[src/hw/rtl/lss_pkg.sv]
// Shared types and constants for the LIFO stack with scan.
package lss_pkg;

    localparam int DEPTH   = 64;
    localparam int ADDR_W  = $clog2(DEPTH);
    localparam int OCC_W   = $clog2(DEPTH + 1);
    localparam int DATA_W  = 32;
    localparam int FIELD_W = 7;
    localparam int OUT_W   = 152;

    typedef enum logic [1:0] {
        KIND_PUSH = 2'd0,
        KIND_POP  = 2'd1,
        KIND_SCAN = 2'd2
    } kind_t;

    typedef struct packed {
        logic [4:0]              pad;
        logic                    push_dropped;
        logic                    is_full;
        logic                    is_empty;
        logic [FIELD_W-1:0]      stack_size;
        logic                    extremes_valid;
        logic signed [DATA_W-1:0] min_value;
        logic signed [DATA_W-1:0] max_value;
        logic                    found;
        logic [FIELD_W-1:0]      match_count;
        logic signed [DATA_W-1:0] top_value;
        logic signed [DATA_W-1:0] popped_value;
    } result_t;

endpackage

[src/hw/rtl/lifo_stack_with_scan.sv]
// LIFO stack of signed words with a sequenced scan for matches and extremes.
//
//  channel | direction | tdata (low bit up)      | tuser
//  s_      | in        | value                   | kind
//  m_      | out       | result word (see port)  | -
//
// An accepted word moves the sequencer straight to the finishing state on a push,
// on a pop of at most one entry and on a scan of an empty stack; a longer pop passes
// a read and a take state, and a scan a read and a compare state per entry: the single
// read port of the entry store and the one compare unit handle one entry at a time.
// Reset clears the occupancy and control state; the entry store is not cleared.
// A new word is taken only when the sequencer is idle; a finished result waits
// in the output register while m_tready is low, and the block stalls only
// if the next result is ready before that register has been emptied.
module lifo_stack_with_scan
    import lss_pkg::*;
(
    input  logic              clk,
    input  logic              rst_n,
    input  logic              s_tvalid,
    output logic              s_tready,
    input  logic [31:0]       s_tdata,   // value
    input  logic [1:0]        s_tuser,   // kind
    output logic              m_tvalid,
    input  logic              m_tready,
    // popped_value, top_value, match_count, found, max_value, min_value,
    // extremes_valid, stack_size, is_empty, is_full, push_dropped, zero pad
    output logic [OUT_W-1:0]  m_tdata
);

    typedef enum logic [2:0] {
        ST_IDLE,
        ST_POP_RD,
        ST_POP_TAKE,
        ST_SCAN_RD,
        ST_SCAN_CMP,
        ST_FINISH
    } state_t;

    state_t                   state_reg;
    logic [OCC_W-1:0]         occ_reg;
    logic [ADDR_W-1:0]        addr_reg;
    logic signed [DATA_W-1:0] top_reg;
    logic signed [DATA_W-1:0] key_reg;
    logic signed [DATA_W-1:0] popped_reg;
    logic signed [DATA_W-1:0] max_reg;
    logic signed [DATA_W-1:0] min_reg;
    logic [OCC_W-1:0]         cnt_reg;
    logic                     ext_valid_reg;
    logic                     dropped_reg;
    logic                     m_tvalid_reg;
    result_t                  out_reg;

    logic [DATA_W-1:0]        mem [DEPTH];
    logic signed [DATA_W-1:0] rd_data_reg;

    logic                     accept;
    kind_t                    in_kind;
    logic                     not_empty;
    logic                     scan_start;
    logic                     wr_en;
    logic                     full;
    logic [ADDR_W-1:0]        last_addr;
    logic                     cmp_eq;
    logic                     cmp_gt;
    logic                     cmp_lt;
    result_t                  res_next;

    assign s_tready   = (state_reg == ST_IDLE);
    assign accept     = s_tvalid && s_tready;
    assign in_kind    = kind_t'(s_tuser);
    assign not_empty  = (occ_reg != '0);
    assign scan_start = (in_kind == KIND_SCAN) && not_empty;
    assign full       = (occ_reg >= OCC_W'(DEPTH));
    assign wr_en      = accept && (in_kind == KIND_PUSH) && !full;
    assign last_addr  = ADDR_W'(occ_reg - OCC_W'(1));
    assign m_tvalid   = m_tvalid_reg;
    assign m_tdata    = out_reg;

    // The shared compare unit: one entry against the key and both extremes.
    assign cmp_eq = (rd_data_reg == key_reg);
    assign cmp_gt = (rd_data_reg > max_reg);
    assign cmp_lt = (rd_data_reg < min_reg);

    always_comb
    begin
        res_next                = '0;
        res_next.popped_value   = popped_reg;
        res_next.top_value      = top_reg;
        res_next.match_count    = FIELD_W'(cnt_reg);
        res_next.found          = (cnt_reg != '0);
        res_next.max_value      = max_reg;
        res_next.min_value      = min_reg;
        res_next.extremes_valid = ext_valid_reg;
        res_next.stack_size     = FIELD_W'(occ_reg);
        res_next.is_empty       = (occ_reg == '0);
        res_next.is_full        = full;
        res_next.push_dropped   = dropped_reg;
    end

    always_ff @(posedge clk)
    begin
        if (wr_en)
        begin
            mem[occ_reg[ADDR_W-1:0]] <= s_tdata;
        end
        rd_data_reg <= mem[addr_reg];
    end

    always_ff @(posedge clk or negedge rst_n)
    begin
        if (!rst_n)
        begin
            state_reg     <= ST_IDLE;
            occ_reg       <= '0;
            top_reg       <= '0;
            m_tvalid_reg  <= 1'b0;
            addr_reg      <= '0;
            key_reg       <= '0;
            popped_reg    <= '0;
            max_reg       <= '0;
            min_reg       <= '0;
            cnt_reg       <= '0;
            ext_valid_reg <= 1'b0;
            dropped_reg   <= 1'b0;
            out_reg       <= '0;
        end
        else
        begin
            // In the finishing state the output register is handled below.
            if (m_tvalid_reg && m_tready && (state_reg != ST_FINISH))
            begin
                m_tvalid_reg <= 1'b0;
            end

            case (state_reg)
                ST_IDLE:
                begin
                    if (accept)
                    begin
                        key_reg       <= s_tdata;
                        cnt_reg       <= '0;
                        dropped_reg   <= (in_kind == KIND_PUSH) && full;
                        popped_reg    <= ((in_kind == KIND_POP) && not_empty) ? top_reg : '0;
                        // Both extremes of a scan start from the top entry.
                        max_reg       <= scan_start ? top_reg : '0;
                        min_reg       <= scan_start ? top_reg : '0;
                        ext_valid_reg <= scan_start;
                        case (in_kind)
                            KIND_PUSH:
                            begin
                                state_reg <= ST_FINISH;
                                if (!full)
                                begin
                                    top_reg <= s_tdata;
                                    occ_reg <= occ_reg + OCC_W'(1);
                                end
                            end
                            KIND_POP:
                            begin
                                if (not_empty)
                                begin
                                    occ_reg <= occ_reg - OCC_W'(1);
                                end
                                if (occ_reg > OCC_W'(1))
                                begin
                                    // The entry below the old top becomes the new top.
                                    addr_reg  <= ADDR_W'(occ_reg - OCC_W'(2));
                                    state_reg <= ST_POP_RD;
                                end
                                else
                                begin
                                    top_reg   <= '0;
                                    state_reg <= ST_FINISH;
                                end
                            end
                            KIND_SCAN:
                            begin
                                if (not_empty)
                                begin
                                    addr_reg  <= '0;
                                    state_reg <= ST_SCAN_RD;
                                end
                                else
                                begin
                                    state_reg <= ST_FINISH;
                                end
                            end
                            default:
                            begin
                                state_reg <= ST_FINISH;
                            end
                        endcase
                    end
                end
                ST_POP_RD:
                begin
                    state_reg <= ST_POP_TAKE;
                end
                ST_POP_TAKE:
                begin
                    top_reg   <= rd_data_reg;
                    state_reg <= ST_FINISH;
                end
                ST_SCAN_RD:
                begin
                    state_reg <= ST_SCAN_CMP;
                end
                ST_SCAN_CMP:
                begin
                    if (cmp_eq)
                    begin
                        cnt_reg <= cnt_reg + OCC_W'(1);
                    end
                    if (cmp_gt)
                    begin
                        max_reg <= rd_data_reg;
                    end
                    if (cmp_lt)
                    begin
                        min_reg <= rd_data_reg;
                    end
                    if (addr_reg == last_addr)
                    begin
                        state_reg <= ST_FINISH;
                    end
                    else
                    begin
                        addr_reg  <= addr_reg + ADDR_W'(1);
                        state_reg <= ST_SCAN_RD;
                    end
                end
                ST_FINISH:
                begin
                    if (!m_tvalid_reg || m_tready)
                    begin
                        out_reg      <= res_next;
                        m_tvalid_reg <= 1'b1;
                        state_reg    <= ST_IDLE;
                    end
                end
                default:
                begin
                    state_reg <= ST_IDLE;
                end
            endcase
        end
    end

    a_occ_bound: assert property (@(posedge clk) disable iff (!rst_n)
        occ_reg <= OCC_W'(DEPTH))
        else $error("occupancy beyond depth");

    a_push_grows: assert property (@(posedge clk) disable iff (!rst_n)
        (accept && (kind_t'(s_tuser) == KIND_PUSH) && !full)
        |=> (occ_reg == $past(occ_reg) + OCC_W'(1)))
        else $error("accepted push did not grow the stack");

    a_found_count: assert property (@(posedge clk) disable iff (!rst_n)
        m_tvalid_reg |-> (out_reg.found == (out_reg.match_count != '0)))
        else $error("found flag disagrees with match count");

    a_extremes_order: assert property (@(posedge clk) disable iff (!rst_n)
        (m_tvalid_reg && out_reg.extremes_valid)
        |-> (out_reg.max_value >= out_reg.min_value))
        else $error("scan maximum below minimum");

    a_empty_flag: assert property (@(posedge clk) disable iff (!rst_n)
        m_tvalid_reg |-> (out_reg.is_empty == (out_reg.stack_size == '0)))
        else $error("empty flag disagrees with size");

endmodule

[config.mk]
export PLATFORM = sky130hd
export DESIGN_NAME = lifo_stack_with_scan
export DESIGN_NICKNAME = d
export VERILOG_FILES = /design/src/hw/rtl/lss_pkg.sv /design/src/hw/rtl/lifo_stack_with_scan.sv
export SDC_FILE = /design/constraint.sdc
export NUM_CORES = 2
export LEC_CHECK = 0
export BUFFER_PORTS_ARGS = -buffer_cell sky130_fd_sc_hd__buf_2
export CORE_MARGIN = 2
export CORE_UTILIZATION = 25
export CTS_CLUSTER_DIAMETER = 150
export CTS_CLUSTER_SIZE = 24
export DETAILED_ROUTE_END_ITERATION = 10
export PLACE_DENSITY_LB_ADDON = 0.3
export SLEW_MARGIN = 20
export SYNTH_ARGS = -nofsm -noshare
export SYNTH_HDL_FRONTEND = slang
export SYNTH_SLANG_ARGS = --single-unit
[constraint.sdc]
create_clock -name clk -period 6.6 [get_ports clk]
set_clock_uncertainty 0.05 [all_clocks]
set_input_delay 0.33 -clock clk [delete_from_list [all_inputs] [get_ports clk]]
set_output_delay 0.33 -clock clk [all_outputs]
set_load 0.01 [all_outputs]
==> impl_metrics.json <==
{
  "outcome": "complete, no violations",
  "final_hold_viol_count": 0,
  "drtAntennaViolNets": 0,
  "fp.coreArea_um2": 375000,
  "final_nets": 4877,
  "cts_resized": 0,
  "crit_required_ns": 7.24,
  "leakagePower_nw": 34.0,
  "area_delta_synth_final_pct": 13.1,
  "vias_per_cell": 4.66,
  "grt_antenna_before_repair": 45,
  "synthArstFlopShare_pct": 13.8,
  "slowest_delay_ns": 0.67,
  "num_io_pins": 192,
  "path_buf_inv": 1,
  "clkTransAtPathRegs_ns": 0.11,
  "grt_max_degree": 150,
  "finalSetupTns_ns": 0,
  "wl_per_cell_um": 27.4,
  "reg2reg_depth": 9,
  "total_power_mw": 41.5,
  "cts_tree": "done",
  "yosysTopAreaCell": "edfxtp_1",
  "io_buffer_count": 186,
  "synthMostInstantiatedCell": "edfxtp_1",
  "drv_slew": 0,
  "clock-root-buffer": "clkbuf_16",
  "tightest_slew_ns": 1.16,
  "min_period_over_period_pct": 58.6,
  "ys_warn_count": 0,
  "synthFlopType": "edfxtp_1",
  "grt_pass1_vias": 45400,
  "cp_top_family": "compound AO/OA/AOI/OAI gates",
  "crit_path_end_kind": "register",
  "vias": 45900,
  "yosysSeqAreaShare_pct": 74.9,
  "largest_register_ffs": 2048,
  "overflow": 0,
  "dr.pass1.iters": 6,
  "fp.dieW_um": 617,
  "peakVddDrop_mv": 0.310,
  "pre_cts_slack_ns": 2.60,
  "fin_util_pct": 28.4,
  "track_usage_pct": 13.9,
  "rsz0062_at_grt": "no",
  "crit_type": "reg2reg",
  "syn_inst": 4527,
  "initial_core_util_pct": 25.1,
  "finalNonFillerCells": 9841,
  "fmax_ghz": 0.258,
  "setup_slack_ns": 2.73,
  "slowest_stage": "a21oi_1",
  "ys_types": 58,
  "wl_um": 270000,
  "yosys_register_bits": 2413,
  "min_path_cells": 3,
  "rows": 225,
  "dp_hpwl_um": 179000,
  "dp_cells": 9621,
  "syn_area_um2": 94100,
  "cellPowerDensity_nw_per_um2": 390,
  "setup_viol": 0,
  "syn_avg_cell_area_um2": 20.8,
  "cts-htree-levels": 3,
  "synth_edf_count": 2048,
  "fin_crit_ns": 3.87,
  "start_kind": "register",
  "drive_gt1_share_pct": 28.3,
  "worstPathArrival_ns": 4.51,
  "slew-limit-headroom_pct": 22.4,
  "cts_setup_buffers": 0,
  "clock_latency_ns": 0.84,
  "synth_top_cell_area_share_pct": 65.4,
  "hp-class": "in2reg",
  "path_cells": "inv_1 -> ha_1 -> a21boi_0 -> and2_1 -> xnor3_1 -> and4_1 -> a21oi_1 -> o311ai_0 -> o21a_1",
  "crit_fanout": 11,
  "yosys-top-cells-area": "edfxtp_1 (65%), mux4_2 (16%), dfrtp_1 (8.9%)",
  "drc": 0,
  "drt-initial-drc-count": 5523,
  "synthTopCellsByCount": "edfxtp_1 (2048), mux4_2 (672), dfrtp_1 (333)",
  "cap_violations": 0,
  "crit_cells": 9,
  "clock-sinks": 2413,
  "die_area_um2": 381000,
  "cts_buffers": 112,
  "fp.dieH_um": 617,
  "globalplace.congestion": 0.813,
  "grt_pass1_wl_um": 376000,
  "clk_path_buf_depth": 3
}
==> report_power, final <==
part / internal (mW) / switching, mW / total [mW] / leakage [nW]
registers: 17.5 / 1.37 / 18.8 / 23.0
logic: 6.27 / 8.23 / 14.5 / 9.43
clock network: 3.24 / 4.87 / 8.11 / 1.55
total: 27.0 / 14.5 / 41.5 / 34.0
==> kinds of logic (layout without fill, tap and decap cells) <==
kind of cell | after synthesis | count (layout) | share of synthesized area (%)
flip-flops | 2413 | 2413 | 74.9
multiplexers | 809 | 809 | 17.7
AND/OR/NAND/NOR | 528 | 528 | 2.45
buffers and inverters | 331 | 633 | 1.45
AO/OA/AOI/OAI | 315 | 315 | 1.93
adder cells (fa/ha/maj) | 78 | 78 | 1.04
XOR/XNOR | 52 | 52 | 0.499
other | 1 | 19 | 0.00399
==> placed cells by master (no fill, tap or decap), types with 5 or more instances in the layout <==
cell type,synthesis,routed
clkbuf_1,152,63
dfrtp_1,333,327
edfxtp_1,2048,2048
clkbuf_16,0,112
nor3b_1,34,34
mux4_2,672,672
xnor2_1,43,43
a21o_1,10,10
diode_2,0,14
inv_1,83,83
buf_12,0,43
mux2_2,137,137
o211ai_1,5,5
ha_1,78,77
nand3_1,27,23
nor2_1,93,27
buf_2,34,181
nand4_1,17,17
nand2_1,306,305
nor3_1,16,15
nor4_1,6,6
a21oi_1,75,75
a22o_1,32,32
buf_4,18,106
clkinv_16,0,5
or3_1,5,5
dfxtp_1,32,32
xor2_1,8,8
o21ai_0,162,162
nor2_4,0,66
dlygate4sd3_1,0,17
conb_1,1,5
buf_16,0,16
==> metal layers <==
metal | GRT usage, % | routed length [µm] | vias to the layer above | share of wire, %
li1 | - | - | 18800 | -
met5 | 0 | 39 | - | 0.014
met4 | 2.45 | 4210 | 6 | 1.6
met1 | 21.0 | 126000 | 25400 | 47
met2 | 21.4 | 122000 | 1503 | 45
met3 | 1.83 | 17000 | 204 | 6.3
==> area by class of cell <==
cell class / instances / area (µm²)
diodes: 14 / 35.0
clock buffers: 175 / 3040
clock inverters: 11 / 233
fillers: 37000 / 269000
inverters: 83 / 312
multi-input cells: 1787 / 22800
flip-flops and latches: 2413 / 70500
well taps: 4994 / 6250
repair buffers: 364 / 3190
==> stage by stage <==
stage               cell area [µm²]  hold WS [ns]
floorplan                     94100       -0.0156
global placement             102000         0.410
detailed placement           103000         0.416
CTS                          106000        0.0493
global route                 106000        0.0774
finish                       106000        0.0798
==> path summary, 6_finish.rpt <==
kind | from | end | slack (ns)
setup / recovery | occ_reg[2]$_DFFE_PN0P_ | addr_reg[1]$_DFFE_PN0P_ | 2.73
hold / removal | s_tdata[26] | key_reg[26]$_DFFE_PN0P_ | 0.08
setup reg to reg | occ_reg[2]$_DFFE_PN0P_ | addr_reg[1]$_DFFE_PN0P_ | 2.73
hold reg to reg | m_tdata[82]$_DFFE_PN0P_ | m_tdata[82]$_DFFE_PN0P_ | 0.43
max in group asynchronous | rst_n | popped_reg[6]$_DFFE_PN0P_ | 5.02
min in group asynchronous | rst_n | m_tdata[60]$_DFFE_PN0P_ | 0.13
==> worst register-to-register path: stages (launching register included) <==
cell and delay, ns:
dfrtp_1 0.61, inv_1 0.25, ha_1 0.33, a21boi_0 0.65, and2_1 0.28, xnor3_1 0.21
and4_1 0.27, a21oi_1 0.67, o311ai_0 0.29, o21a_1 0.17
==> repair_timing <==
action	CTS	global route
hold endpoints to repair	281	8
hold buffers	16	1
setup endpoints to repair	0	0
Note: power is estimated with default switching activity, not from simulation.
